## src/hdl/assert_macros.svh

```systemverilog
// Assertion macros shared by the matcher RTL.
// Relies on the clk_i and rst_ni names of the module that uses them.
`ifndef ASSERT_MACROS_SVH
`define ASSERT_MACROS_SVH

`ifndef ASSERT_OFF

// Property must hold at every clock edge outside reset.
`define KMPM_ASSERT(lbl, prop) \
  lbl: assert property (@(posedge clk_i) disable iff (!rst_ni) (prop)) \
    else $error("kmp matcher: assertion failed");

// Condition must never be true at a clock edge outside reset.
`define KMPM_ASSERT_NEVER(lbl, cond) \
  lbl: assert property (@(posedge clk_i) disable iff (!rst_ni) !(cond)) \
    else $error("kmp matcher: forbidden condition seen");

`else

`define KMPM_ASSERT(lbl, prop)
`define KMPM_ASSERT_NEVER(lbl, cond)

`endif

`endif

```

## src/hdl/kmpm_pkg.sv

```systemverilog
// Package for the KMP stream matcher: sizes, command and status codes,
// and the command/status structs between controller and datapath. No dependencies.
package kmpm_pkg;

  localparam int MAX_PATTERN    = 64;
  localparam int SYMBOL_BITS    = 32;
  localparam int SYMBOL_FIELD_W = 32;
  localparam int SYM_W   = (SYMBOL_BITS < SYMBOL_FIELD_W) ? SYMBOL_BITS : SYMBOL_FIELD_W;
  localparam int PAT_AW  = (MAX_PATTERN > 1) ? $clog2(MAX_PATTERN) : 1;
  localparam int LEN_W   = $clog2(MAX_PATTERN + 1);

  typedef enum logic [1:0] {
    CMD_CLEAR   = 2'd0,
    CMD_APPEND  = 2'd1,
    CMD_TEXT    = 2'd2,
    CMD_RESTART = 2'd3
  } cmd_e;

  localparam logic [1:0] ST_OK    = 2'd0;
  localparam logic [1:0] ST_FULL  = 2'd1;
  localparam logic [1:0] ST_EMPTY = 2'd2;

  // Controller to datapath.
  typedef struct packed {
    logic       load;          // latch the accepted item
    logic       pat_wr;        // store the symbol at the end of the pattern
    logic       seed_first;    // first pattern symbol: its border is zero
    logic       b_rd_len;      // border read address is length - 1
    logic       s_from_border; // probe index from the border read data
    logic       s_from_prefix; // probe index from the matched prefix
    logic       step;          // compare cycle of one probe
    logic       do_clear;
    logic       do_restart;
    logic       status_we;
    logic [1:0] status;
    logic       out_load;      // move the result into the output register
  } kmpm_cmd_t;

  // Datapath to controller.
  typedef struct packed {
    cmd_e cmd;       // command of the item in progress
    logic len_zero;  // pattern is empty
    logic pat_full;  // pattern holds MAX_PATTERN symbols
    logic done;      // current probe ends the fall-back walk
  } kmpm_sts_t;

endpackage

```

## src/hdl/kmpm_datapath.sv

```systemverilog
// Datapath of the KMP matcher: pattern and border memories, probe index,
// match state and the output register. Depends on kmpm_pkg and assert_macros.svh.
`include "assert_macros.svh"

module kmpm_datapath
  import kmpm_pkg::*;
(
  input  logic                      clk_i,
  input  logic                      rst_ni,
  input  kmpm_cmd_t                 cmd_i,
  output kmpm_sts_t                 sts_o,
  input  logic [1:0]                item_cmd_i,
  input  logic [SYMBOL_FIELD_W-1:0] item_sym_i,
  output logic                      match_o,
  output logic                      found_o,
  output logic [1:0]                status_o
);

  // Entry k of the border memory holds border[k+1]; border[0] is the
  // constant minus one and never needs storage.
  logic [SYM_W-1:0]  pat_mem  [MAX_PATTERN];
  logic [PAT_AW-1:0] bord_mem [MAX_PATTERN];

  cmd_e              cmd_q;
  logic [SYM_W-1:0]  sym_q;
  logic [LEN_W-1:0]  len_q, len_d;
  logic [PAT_AW-1:0] prefix_q, prefix_d;
  logic [PAT_AW-1:0] s_q, s_d;
  logic [PAT_AW-1:0] fb_q, fb_d;   // border of the whole pattern
  logic              found_q, found_d;
  logic              res_match_q, res_match_d;
  logic [1:0]        res_status_q, res_status_d;
  logic              out_match_q, out_found_q;
  logic [1:0]        out_status_q;

  logic [SYM_W-1:0]  pat_rd_q;
  logic [PAT_AW-1:0] bord_rd_q;
  logic [PAT_AW-1:0] b_addr;
  logic [PAT_AW-1:0] len_idx;
  logic              bord_we;
  logic [PAT_AW-1:0] bord_waddr;
  logic [PAT_AW-1:0] bord_wdata;
  logic              hit;
  logic              s_zero;
  logic [LEN_W-1:0]  r;

  assign len_idx = len_q[PAT_AW-1:0];
  assign b_addr  = cmd_i.b_rd_len ? PAT_AW'(len_q - LEN_W'(1)) : PAT_AW'(s_q - PAT_AW'(1));
  assign hit     = (pat_rd_q == sym_q);
  assign s_zero  = (s_q == '0);
  assign r       = hit ? (LEN_W'(s_q) + LEN_W'(1)) : '0;

  assign sts_o.cmd      = cmd_q;
  assign sts_o.len_zero = (len_q == '0);
  assign sts_o.pat_full = (len_q >= LEN_W'(MAX_PATTERN));
  assign sts_o.done     = hit || s_zero;

  always_comb begin
    len_d        = len_q;
    prefix_d     = prefix_q;
    s_d          = s_q;
    fb_d         = fb_q;
    found_d      = found_q;
    res_match_d  = res_match_q;
    res_status_d = res_status_q;
    bord_we      = 1'b0;
    bord_waddr   = len_idx;
    bord_wdata   = r[PAT_AW-1:0];

    if (cmd_i.load) begin
      res_match_d  = 1'b0;
      res_status_d = ST_OK;
    end
    if (cmd_i.status_we) begin
      res_status_d = cmd_i.status;
    end
    if (cmd_i.do_clear) begin
      len_d    = '0;
      prefix_d = '0;
      found_d  = 1'b0;
    end
    if (cmd_i.do_restart) begin
      prefix_d = '0;
      found_d  = 1'b0;
    end
    if (cmd_i.seed_first) begin
      bord_we    = 1'b1;
      bord_waddr = '0;
      bord_wdata = '0;
      fb_d       = '0;
      len_d      = LEN_W'(1);
      prefix_d   = '0;
    end
    if (cmd_i.s_from_border) begin
      s_d = bord_rd_q;
    end
    if (cmd_i.s_from_prefix) begin
      s_d = prefix_q;
    end
    if (cmd_i.step) begin
      if (!(hit || s_zero)) begin
        s_d = bord_rd_q;
      end else if (cmd_q == CMD_APPEND) begin
        bord_we  = 1'b1;
        fb_d     = r[PAT_AW-1:0];
        len_d    = len_q + LEN_W'(1);
        prefix_d = '0;
      end else if (r == len_q) begin
        // Full occurrence: continue from the border of the whole pattern.
        res_match_d = 1'b1;
        found_d     = 1'b1;
        prefix_d    = fb_q;
      end else begin
        prefix_d = r[PAT_AW-1:0];
      end
    end
  end

  always_ff @(posedge clk_i) begin
    pat_rd_q  <= pat_mem[s_q];
    bord_rd_q <= bord_mem[b_addr];
    if (cmd_i.pat_wr) begin
      pat_mem[len_idx] <= sym_q;
    end
    if (bord_we) begin
      bord_mem[bord_waddr] <= bord_wdata;
    end
  end

  always_ff @(posedge clk_i) begin
    if (cmd_i.load) begin
      cmd_q <= cmd_e'(item_cmd_i);
      sym_q <= item_sym_i[SYM_W-1:0];
    end
    s_q <= s_d;
    if (cmd_i.out_load) begin
      out_match_q  <= res_match_q;
      out_found_q  <= found_q;
      out_status_q <= res_status_q;
    end
  end

  always_ff @(posedge clk_i or negedge rst_ni) begin
    if (!rst_ni) begin
      len_q        <= '0;
      prefix_q     <= '0;
      fb_q         <= '0;
      found_q      <= 1'b0;
      res_match_q  <= 1'b0;
      res_status_q <= ST_OK;
    end else begin
      len_q        <= len_d;
      prefix_q     <= prefix_d;
      fb_q         <= fb_d;
      found_q      <= found_d;
      res_match_q  <= res_match_d;
      res_status_q <= res_status_d;
    end
  end

  assign match_o  = out_match_q;
  assign found_o  = out_found_q;
  assign status_o = out_status_q;

  `KMPM_ASSERT(a_len_in_range, len_q <= LEN_W'(MAX_PATTERN))
  `KMPM_ASSERT(a_prefix_below_len, (len_q != '0) |-> (LEN_W'(prefix_q) < len_q))
  `KMPM_ASSERT(a_border_below_len, (len_q != '0) |-> (LEN_W'(fb_q) < len_q))
  `KMPM_ASSERT(a_match_sets_found, res_match_q |-> found_q)

endmodule

```

## src/hdl/kmpm_ctrl.sv

```systemverilog
// Controller of the KMP matcher: sequences one transaction through decode,
// border-table probes and result hand-off. Depends on kmpm_pkg and assert_macros.svh.
`include "assert_macros.svh"

module kmpm_ctrl
  import kmpm_pkg::*;
(
  input  logic      clk_i,
  input  logic      rst_ni,
  input  logic      s_valid_i,
  output logic      s_ready_o,
  output logic      m_valid_o,
  input  logic      m_ready_i,
  input  kmpm_sts_t sts_i,
  output kmpm_cmd_t cmd_o
);

  localparam logic [2:0] S_IDLE   = 3'd0;
  localparam logic [2:0] S_DECODE = 3'd1;
  localparam logic [2:0] S_BLOAD  = 3'd2;
  localparam logic [2:0] S_LOOK   = 3'd3;
  localparam logic [2:0] S_CMP    = 3'd4;
  localparam logic [2:0] S_DONE   = 3'd5;

  logic [2:0] state_q, state_d;
  logic       out_valid_q, out_valid_d;
  logic       accept;

  assign s_ready_o = (state_q == S_IDLE);
  assign accept    = s_valid_i && s_ready_o;
  assign m_valid_o = out_valid_q;

  always_comb begin
    cmd_o   = '0;
    state_d = state_q;
    unique case (state_q)
      S_IDLE: begin
        if (accept) begin
          cmd_o.load = 1'b1;
          state_d    = S_DECODE;
        end
      end
      S_DECODE: begin
        unique case (sts_i.cmd)
          CMD_CLEAR: begin
            cmd_o.do_clear = 1'b1;
            state_d        = S_DONE;
          end
          CMD_RESTART: begin
            cmd_o.do_restart = 1'b1;
            state_d          = S_DONE;
          end
          CMD_APPEND: begin
            if (sts_i.pat_full) begin
              cmd_o.status_we = 1'b1;
              cmd_o.status    = ST_FULL;
              state_d         = S_DONE;
            end else if (sts_i.len_zero) begin
              cmd_o.pat_wr     = 1'b1;
              cmd_o.seed_first = 1'b1;
              state_d          = S_DONE;
            end else begin
              cmd_o.pat_wr   = 1'b1;
              cmd_o.b_rd_len = 1'b1;
              state_d        = S_BLOAD;
            end
          end
          CMD_TEXT: begin
            if (sts_i.len_zero) begin
              cmd_o.status_we = 1'b1;
              cmd_o.status    = ST_EMPTY;
              state_d         = S_DONE;
            end else begin
              cmd_o.s_from_prefix = 1'b1;
              state_d             = S_LOOK;
            end
          end
          default: state_d = S_DONE;
        endcase
      end
      S_BLOAD: begin
        cmd_o.s_from_border = 1'b1;
        state_d             = S_LOOK;
      end
      S_LOOK: begin
        state_d = S_CMP;
      end
      S_CMP: begin
        cmd_o.step = 1'b1;
        state_d    = sts_i.done ? S_DONE : S_LOOK;
      end
      S_DONE: begin
        if (!out_valid_q || m_ready_i) begin
          cmd_o.out_load = 1'b1;
          state_d        = S_IDLE;
        end
      end
      default: state_d = S_IDLE;
    endcase
  end

  always_comb begin
    if (cmd_o.out_load) begin
      out_valid_d = 1'b1;
    end else if (m_ready_i) begin
      out_valid_d = 1'b0;
    end else begin
      out_valid_d = out_valid_q;
    end
  end

  always_ff @(posedge clk_i or negedge rst_ni) begin
    if (!rst_ni) begin
      state_q     <= S_IDLE;
      out_valid_q <= 1'b0;
    end else begin
      state_q     <= state_d;
      out_valid_q <= out_valid_d;
    end
  end

  `KMPM_ASSERT(a_accept_to_decode, accept |=> (state_q == S_DECODE))
  `KMPM_ASSERT(a_load_sets_valid, cmd_o.out_load |=> out_valid_q)
  `KMPM_ASSERT_NEVER(a_probe_no_load, (state_q == S_CMP) && cmd_o.out_load)

endmodule

```

## src/hdl/kmp_stream_matcher_top.sv

```systemverilog
// Top level of the KMP stream matcher: stream ports around the controller
// and datapath. Depends on kmpm_pkg, kmpm_ctrl and kmpm_datapath.

// The matcher takes one command per input transaction: clear the pattern,
// append a pattern symbol, feed a text symbol, or restart the search. Each
// transaction yields exactly one result transaction carrying the match
// flag, the sticky found flag and a status code. Work is done one
// transaction at a time, and the cost is set by the border-table walk:
// every probe reads the pattern and border memories through their registered
// read ports and compares in the next cycle, in a look and a compare state.
// Clear, restart, a refused append and text fed to an empty pattern go from
// decode straight to the done state, which moves the result into the output
// register and returns to idle. A text symbol runs k probes after decode;
// k averages at most two per text symbol over a stream, while one symbol may
// need up to the current matched length plus one probes. An append first
// fetches the border of the current pattern end in an extra state before its
// probes; the first symbol of a pattern needs no probe. The result sits in
// an output register, so the next transaction is accepted while a finished
// result still waits; only the final hand-off stalls if that register is
// still occupied. The pattern holds at most MAX_PATTERN symbols and an
// append beyond that is refused with the pattern-full status. There is no
// clearing pass after reset: the block is ready as soon as reset ends.

module kmp_stream_matcher_top
  import kmpm_pkg::*;
(
  input  logic                      clk_i,
  input  logic                      rst_ni,
  input  logic                      s_axis_tvalid_i,
  output logic                      s_axis_tready_o,
  input  logic [SYMBOL_FIELD_W-1:0] s_axis_tdata_i,  // [31:0] symbol
  input  logic [1:0]                s_axis_tuser_i,  // [1:0] command
  output logic                      m_axis_tvalid_o,
  input  logic                      m_axis_tready_i,
  output logic [7:0]                m_axis_tdata_o   // [0] match_here, [1] found_any,
                                                     // [3:2] status, [7:4] zero
);

  kmpm_cmd_t  dp_cmd;
  kmpm_sts_t  dp_sts;
  logic       match;
  logic       found;
  logic [1:0] status;

  // The controller owns the handshakes; the datapath holds all item state.
  kmpm_ctrl u_ctrl (
    .clk_i     (clk_i),
    .rst_ni    (rst_ni),
    .s_valid_i (s_axis_tvalid_i),
    .s_ready_o (s_axis_tready_o),
    .m_valid_o (m_axis_tvalid_o),
    .m_ready_i (m_axis_tready_i),
    .sts_i     (dp_sts),
    .cmd_o     (dp_cmd)
  );

  kmpm_datapath u_datapath (
    .clk_i      (clk_i),
    .rst_ni     (rst_ni),
    .cmd_i      (dp_cmd),
    .sts_o      (dp_sts),
    .item_cmd_i (s_axis_tuser_i),
    .item_sym_i (s_axis_tdata_i),
    .match_o    (match),
    .found_o    (found),
    .status_o   (status)
  );

  // Result fields packed from the lowest bit up, padded to a whole byte.
  assign m_axis_tdata_o = {4'b0000, status, found, match};

endmodule
```

## config.mk

```make
export PLATFORM = sky130hd
export DESIGN_NAME = kmp_stream_matcher_top
export DESIGN_NICKNAME = d
export VERILOG_FILES = /design/src/hdl/kmpm_pkg.sv /design/src/hdl/kmpm_datapath.sv /design/src/hdl/kmpm_ctrl.sv /design/src/hdl/kmp_stream_matcher_top.sv
export VERILOG_INCLUDE_DIRS = /design/src /design/src/hdl
export SDC_FILE = /design/constraint.sdc
export NUM_CORES = 2
export LEC_CHECK = 0
export BUFFER_PORTS_ARGS = -buffer_cell sky130_fd_sc_hd__buf_2
export CORE_MARGIN = 2
export CORE_UTILIZATION = 60
export CTS_CLUSTER_SIZE = 16
export DETAILED_ROUTE_END_ITERATION = 6
export PLACE_DENSITY = 0.88
export SYNTH_ARGS = -nofsm -noshare
export SYNTH_HDL_FRONTEND = slang
export SYNTH_SLANG_ARGS = --single-unit
```

## constraint.sdc

```tcl
create_clock -name clk_i -period 12.5 [get_ports clk_i]
set_input_delay 1.875 -clock clk_i [delete_from_list [all_inputs] [get_ports clk_i]]
set_output_delay 1.875 -clock clk_i [all_outputs]
set_load 0.005 [all_outputs]
```

==> Yosys cells after proc, flatten, opt, wreduce, memory -nomap -nowiden <==
Memories as Yosys holds them, arrays and structs flattened. A register that Yosys moved wholly into a read port is not among the register bits.
Cells that the tools add are included.
Widths: inputs -> output; s select.
{ "word_totals": {"register_bits": 71, "latch_bits": 0, "ram_bits": 2432, "mem_bits_ro": 0, "in_bits": 38, "out_inout_bits": 10, "wordCells": 119, "memories": 2} }
{ "classes": {"add_sub_neg": 4, "n_mul": 0, "div": 0, "order_cmp": 1, "n_eq_ne": 12, "shift": 0, "muxes": 74, "bitwise": 0, "reduce_logical": 12} }
{ "memory_table": {"columns": ["memory", "depth", "word_bits", "rd", "rd_ports_with_merged_regs", "wr", "line", "text"], "rows": [
  ["u_datapath.pat_mem", 64, 32, 1, 1, 1, "kmpm_datapath.sv:21", "logic [SYM_W-1:0] pat_mem [MAX_PATTERN];"],
  ["u_datapath.bord_mem", 64, 6, 1, 1, 1, "kmpm_datapath.sv:22", "logic [PAT_AW-1:0] bord_mem [MAX_PATTERN];"]
]} }
{ "op_table": {"columns": ["op", "n"], "rows": [
  ["$mux 6", 18],
  ["$mux 7", 6],
  ["$mux 1", 33],
  ["$mux 3", 11],
  ["$eq 32x32->1", 1],
  ["$pmux 3 s6", 1],
  ["$sub 6x1->6 const B", 2],
  ["$pmux 3 s3", 1],
  ["$add 6x1->7 const B", 1],
  ["$add 7x1->7 const B", 1],
  ["$eq 7x7->1", 1],
  ["$ge 7x7->1 const B", 1],
  ["$logic_not 7->1", 1],
  ["$eq 3x2->1 const B", 2],
  ["$eq 3x3->1 const B", 2],
  ["$logic_not 6->1", 1],
  ["$pmux 3 s2", 1],
  ["$mux 5", 1],
  ["$eq 2x2->1 const B", 2],
  ["$mux 2", 2],
  ["$reduce_bool 2->1", 2],
  ["$eq 3x1->1 const B", 1],
  ["$logic_not 3->1", 1],
  ["$eq 2x1->1 const B", 1],
  ["8 further kinds", 9]
]} }

==> Longest topological paths before layout <==
{ "logic_depth": {"word_depth": 11, "depth_mapped": 22, "ltp_nobuf": 15} }

==> By module <==
From an unflattened synthesis, not the netlist that was laid out.
{ "unflattened": {"hier_cells": 4093, "area_unflattened_um2": 97409.7} }
{ "by_module_without_submodules": {"columns": ["module", "n_inst", "cells_each", "area_per_inst_um2", "seq_area_each_um2"], "rows": [
  ["kmpm_datapath", 1, 4031, 96907.9, 75627.5],
  ["kmpm_ctrl", 1, 55, 452.9, 100.1],
  ["kmp_stream_matcher_top", 1, 7, 48.8, 0.0]
]} }

==> Least setup slack after synthesis <==
OpenSTA, ideal clock, no wires.
{ "synth_path": {"kind": "register -> register", "from": "reg u_datapath.sym_q[2]", "to": "mem u_datapath.bord_mem[0][4] (netlist name), data pin", "arrival_time_ns": 4.823, "required_ns": 11.819, "path_slack_ns": 6.997, "stages_incl_launch_ff": 8, "n_path_buf": 2, "path_cell_list": "edfxtp_1 -> xor2_1 -> nor4_1 -> nand4_1 -> or2_2 -> clkbuf_1 -> clkbuf_1 -> nor3_1"} }
{ "synth_via": {"elab_chain_cells": 3} }
{ "synth_lines": {"columns": ["element", "line", "text"], "rows": [
  ["start, declared", "kmpm_datapath.sv:25", "logic [SYM_W-1:0] sym_q;"],
  ["start signal, assigned", "kmpm_datapath.sv:133", "sym_q <= item_sym_i[SYM_W-1:0];"],
  ["$eq 32x32->1", "kmpm_datapath.sv:49", "assign hit = (pat_rd_q == sym_q);"],
  ["$mux 7", "kmpm_datapath.sv:51", "assign r = hit ? (LEN_W'(s_q) + LEN_W'(1)) : '0;"],
  ["$mux 6", "kmpm_datapath.sv:86", "if (cmd_i.seed_first) begin"],
  ["net u_datapath.bord_wdata[4]", "kmpm_datapath.sv:42", "logic [PAT_AW-1:0] bord_wdata;"],
  ["end, declared", "kmpm_datapath.sv:22", null]
]} }
The timed path passes the listed nets, and every way through them passes these cells.

==> Worst setup path in the final report <==
{ "layout_path": {"from": "reg u_datapath.len_q[0]", "to": "reg u_datapath.bord_rd_q[2] (read register of u_datapath.bord_mem)"} }
{ "layout_via": {"elab_chain_cells": 6} }
{ "layout_lines": {"columns": ["element", "line", "text"], "rows": [
  ["start, declared", "kmpm_datapath.sv:26", "logic [LEN_W-1:0] len_q, len_d;"],
  ["start signal, assigned", "kmpm_datapath.sv:152", "len_q <= len_d;"],
  ["branches (longest 5 deep; another with $ge 7x7->1)", null, null],
  ["$mux 6 (*)", "kmpm_datapath.sv:48", "assign b_addr = cmd_i.b_rd_len ? PAT_AW'(len_q - LEN_W'(1)) : PAT_AW'(s_q - PAT_AW'(1));"],
  ["end, declared", "kmpm_datapath.sv:37", "logic [PAT_AW-1:0] bord_rd_q;"]
]} }
Mark *: on every way between the ends.
A chain may end at the register's enable or synchronous reset.

==> results.cfg <==
[routing]
vias = 52700
drtIter0Drc = 10100
post_drt_wl_per_cell_um = 40.9
route.detailed.drc = 115
drt_pass1_iterations = 7
viasPerCell = 7.52
ant_nets = 0
drt-total-wl_mm = 287

[place]
dp_hpwl_mm = 147
place_congestion = 0.891
dpl_worst_slack_ns = 6.45
portBuffers = 43

[floorplanning]
core_mm2 = 0.162
die_area_mm2 = 0.166
ioPinCount = 48
die_h_um = 408
start_util_pct = 60.2
num_rows = 148
die_w_um = 408

[critical_path]
rr_worst_depth = 14
rr_endpoint = u_datapath.bord_rd_q[2]$_DFF_P_
r2r_setup_slack_ns = 5.91
critical_path_peak_fanout = 70
worstPathRequired_ns = 13.32
crit_path_end_kind = flop
arrival_ns = 7.41
criticalPathCategory = flop to flop
cp-start-kind = flop
r2r_start = u_datapath.len_q[0]$_DFF_PN0_

[synthesis]
netlist_area_mm2 = 0.0978
synth_cells = 4451
synth_top_area_share_pct = 75.8
synth_seq_area_share_pct = 77.4
synth_compound_area_share_pct = 1.54
synthSimpleGateAreaFrac_pct = 2.71
synth_xor_area_share_pct = 0.436
ys_top_cells_by_count = edfxtp_1, mux4_2, nand2_1
yosysMostFrequentCell = edfxtp_1
async_reset_ff_share_pct = 1.06
synth_top_family_by_area = multiplexers
yosys-top-cells-area = edfxtp_1, mux4_2, nand2_1
synth.largest_area_cell = edfxtp_1
avgSynthCellArea_um2 = 22.0
synth_cell_types = 69
yosys_most_used_dff = edfxtp_1
synthMuxAreaShare_pct = 16.6
synth_edf_count = 2470
synth_seq_cells = 2541
synth_fa_ha_area_share_pct = 0.128
yosysWarnings = 0

[sta]
hold_viol_final = 0
rsz0062_at_grt = no
finalSetupViolCount = 0
max_freq_ghz = 0.152
fin_crit_sh_pct = 52.7
relSlewSlack_pct = 4.83
setup_slack_ns = 5.91
period_minus_slack_ns = 6.59
fin_tns_setup_ns = 0
finClkSkew_ns = 0.104
tightest_slew_ns = 1.43
slew_violations = 0

[layout]
fillCellCount = 8903
seqCellArea_mm2 = 0.0757
multi_input_area_mm2 = 0.0215
drive_gt1_share_pct = 26.8
area_delta_synth_final_pct = 11.4
nNetsFinal = 4668

[hold_path]
hp-class = flop to flop
min_to = u_datapath.found_o$_DFFE_PP_
holdCritStartpoint = u_datapath.found_q$_DFF_PN0_
holdPathStages = 0

[global_routing]
grtUsageTotal_pct = 34.7
grt-ovfl-total = 0
grt_start_max_net_pins = 153
antenna_found_initial = 28
grt_pass1_wl_mm = 403
grt_pass1_vias = 52400

[clocking]
path_clk_slew_ns = 0.07
clk_latency_ns = 0.90
cts_buffer_depth = 3
clock-sinks = 2541
post-cts-setup-buffers = 0
cts_root_buf = clkbuf_16
tritoncts.num_buffers = 230
hold_buffers = 0
cts_resized = 0
htree_levels = 4
cts_tree = yes

[job]
drv_cap = 0

[power]
peakVddDrop_mv = 0.256
power_density_mw_per_mm2 = 218
p_leak_nw = 34.3

[run_status]
violations = DRC
outcome = finished with violations
==> sequential cells by signal (all words and copies together), names as in the netlist, 2 cells and up <==
| register | count |
|---|---|
| u_datapath.bord_rd_q | 6 |
| u_datapath.pat_mem | 2048 |
| u_datapath.prefix_q | 6 |
| u_datapath.pat_rd_q | 32 |
| u_datapath.bord_mem | 384 |
| u_ctrl.state_q | 3 |
| u_datapath.len_q | 7 |
| u_datapath.res_status_q | 2 |
| u_datapath.s_q | 6 |
| u_datapath.fb_q | 6 |
| u_datapath.sym_q | 32 |
| u_datapath.status_o | 2 |
| u_datapath.cmd_q | 2 |
==> worst max-delay path by stage <==
| stage | startpoint | to | slack [ns] | depth (start not counted) |
|---|---|---|---|---|
| CTS | u_datapath.sym_q[16]$_DFFE_PP_ | u_datapath.bord_mem[13][2]$_DFFE_PP_ | 6.07 | 8 |
| floorplan | u_datapath.sym_q[2]$_DFFE_PP_ | u_datapath.bord_mem[0][4]$_DFFE_PP_ | 7.00 | 7 |
| global placement | u_datapath.len_q[0]$_DFF_PN0_ | u_datapath.bord_rd_q[2]$_DFF_P_ | 6.69 | 14 |
| finish | u_datapath.len_q[0]$_DFF_PN0_ | u_datapath.bord_rd_q[2]$_DFF_P_ | 5.91 | 14 |
| detailed placement | u_datapath.len_q[0]$_DFF_PN0_ | u_datapath.bord_rd_q[2]$_DFF_P_ | 6.45 | 14 |
| global route | u_datapath.len_q[0]$_DFF_PN0_ | u_datapath.bord_rd_q[2]$_DFF_P_ | 5.82 | 14 |
==> layout make-up <==
class / instances / share of cell area [%]
Sequential cell: 2541 / 69.5
Multi-Input combinational cell: 1644 / 19.8
Clock buffer: 309 / 5.67
Tap cell: 2175 / 2.50
Timing Repair Buffer: 183 / 1.22
Clock inverter: 126 / 1.22
Inverter: 20 / 0.0735
Antenna cell: 9 / 0.0207
==> layer usage <==
metal  wire length [um]  track usage [%]
met1              86800             42.0
met2             143000             57.1
met3              34500             7.93
met4              22200             21.6
met5                158                0
==> per-stage QoR <==
stage	hold WS, ns	cells	total power (W)	cell area [um2]	util, %
2_1_floorplan	0.425	4454	0.0143	97800	-
3_3_place_gp	0.435	6562	0.0158	101000	62.4
3_5_place_dp	0.441	6562	0.0162	101000	62.4
4_1_cts	0.459	6997	0.0235	109000	67.1
5_1_grt	0.458	7000	0.0241	109000	67.1
6_report	0.473	7007	0.0237	109000	67.1
==> cell families after synthesis <==
| group | after synthesis |
|---|---|
| AO/OA/AOI/OAI | 217 |
| XOR/XNOR | 47 |
| adder cells (fa/ha/maj) | 10 |
| buffers and inverters | 269 |
| flip-flops | 2541 |
| multiplexers | 756 |
| other | 1 |
| AND/OR/NAND/NOR | 610 |
==> power by group <==
| group | total, W | leakage [nW] | internal (W) | switching [W] |
|---|---|---|---|---|
| sequential | 0.00998 | 23.2 | 0.00971 | 0.000269 |
| combinational | 0.00651 | 7.52 | 0.00270 | 0.00381 |
| clock | 0.00723 | 3.64 | 0.00390 | 0.00333 |
| total | 0.0237 | 34.3 | 0.0163 | 0.00741 |
==> worst max-delay path, cell delays in order, from the launching register on <==
cell	delay [ns]
dfrtp_1	0.65
clkinv_1	0.42
ha_1	0.35
nor2b_1	0.18
a2111oi_4	0.59
a21o_4	0.53
inv_6	0.36
ha_2	0.41
inv_2	0.05
buf_4	0.67
o21ai_1	0.67
a21oi_1	0.40
a2111oi_0	0.14
nor4_1	0.75
o31a_1	0.25
==> placed cells by master (no fill, tap or decap), types with 7 or more instances in the layout <==
cell,n
ha_1,9
clkbuf_8,12
clkinv_2,36
nor3_1,14
o22ai_1,10
bufinv_16,20
o21ai_0,26
buf_2,43
nor2_4,66
nor2_1,98
mux2i_1,59
xor2_1,39
edfxtp_1,2470
inv_1,16
o211ai_1,8
a32oi_1,7
dfxtp_1,38
diode_2,9
clkinv_1,50
a221oi_1,13
clkbuf_16,230
and3_1,7
nand4_1,16
or3_1,7
nand3_1,67
a31oi_1,36
nand2b_1,7
mux4_2,694
xnor2_1,7
dfrtp_1,27
nor4_1,14
a2111oi_0,12
a211oi_1,17
buf_4,134
nand2_1,277
clkbuf_1,67
a21oi_1,47
Note: power is estimated with default switching activity, not from simulation.
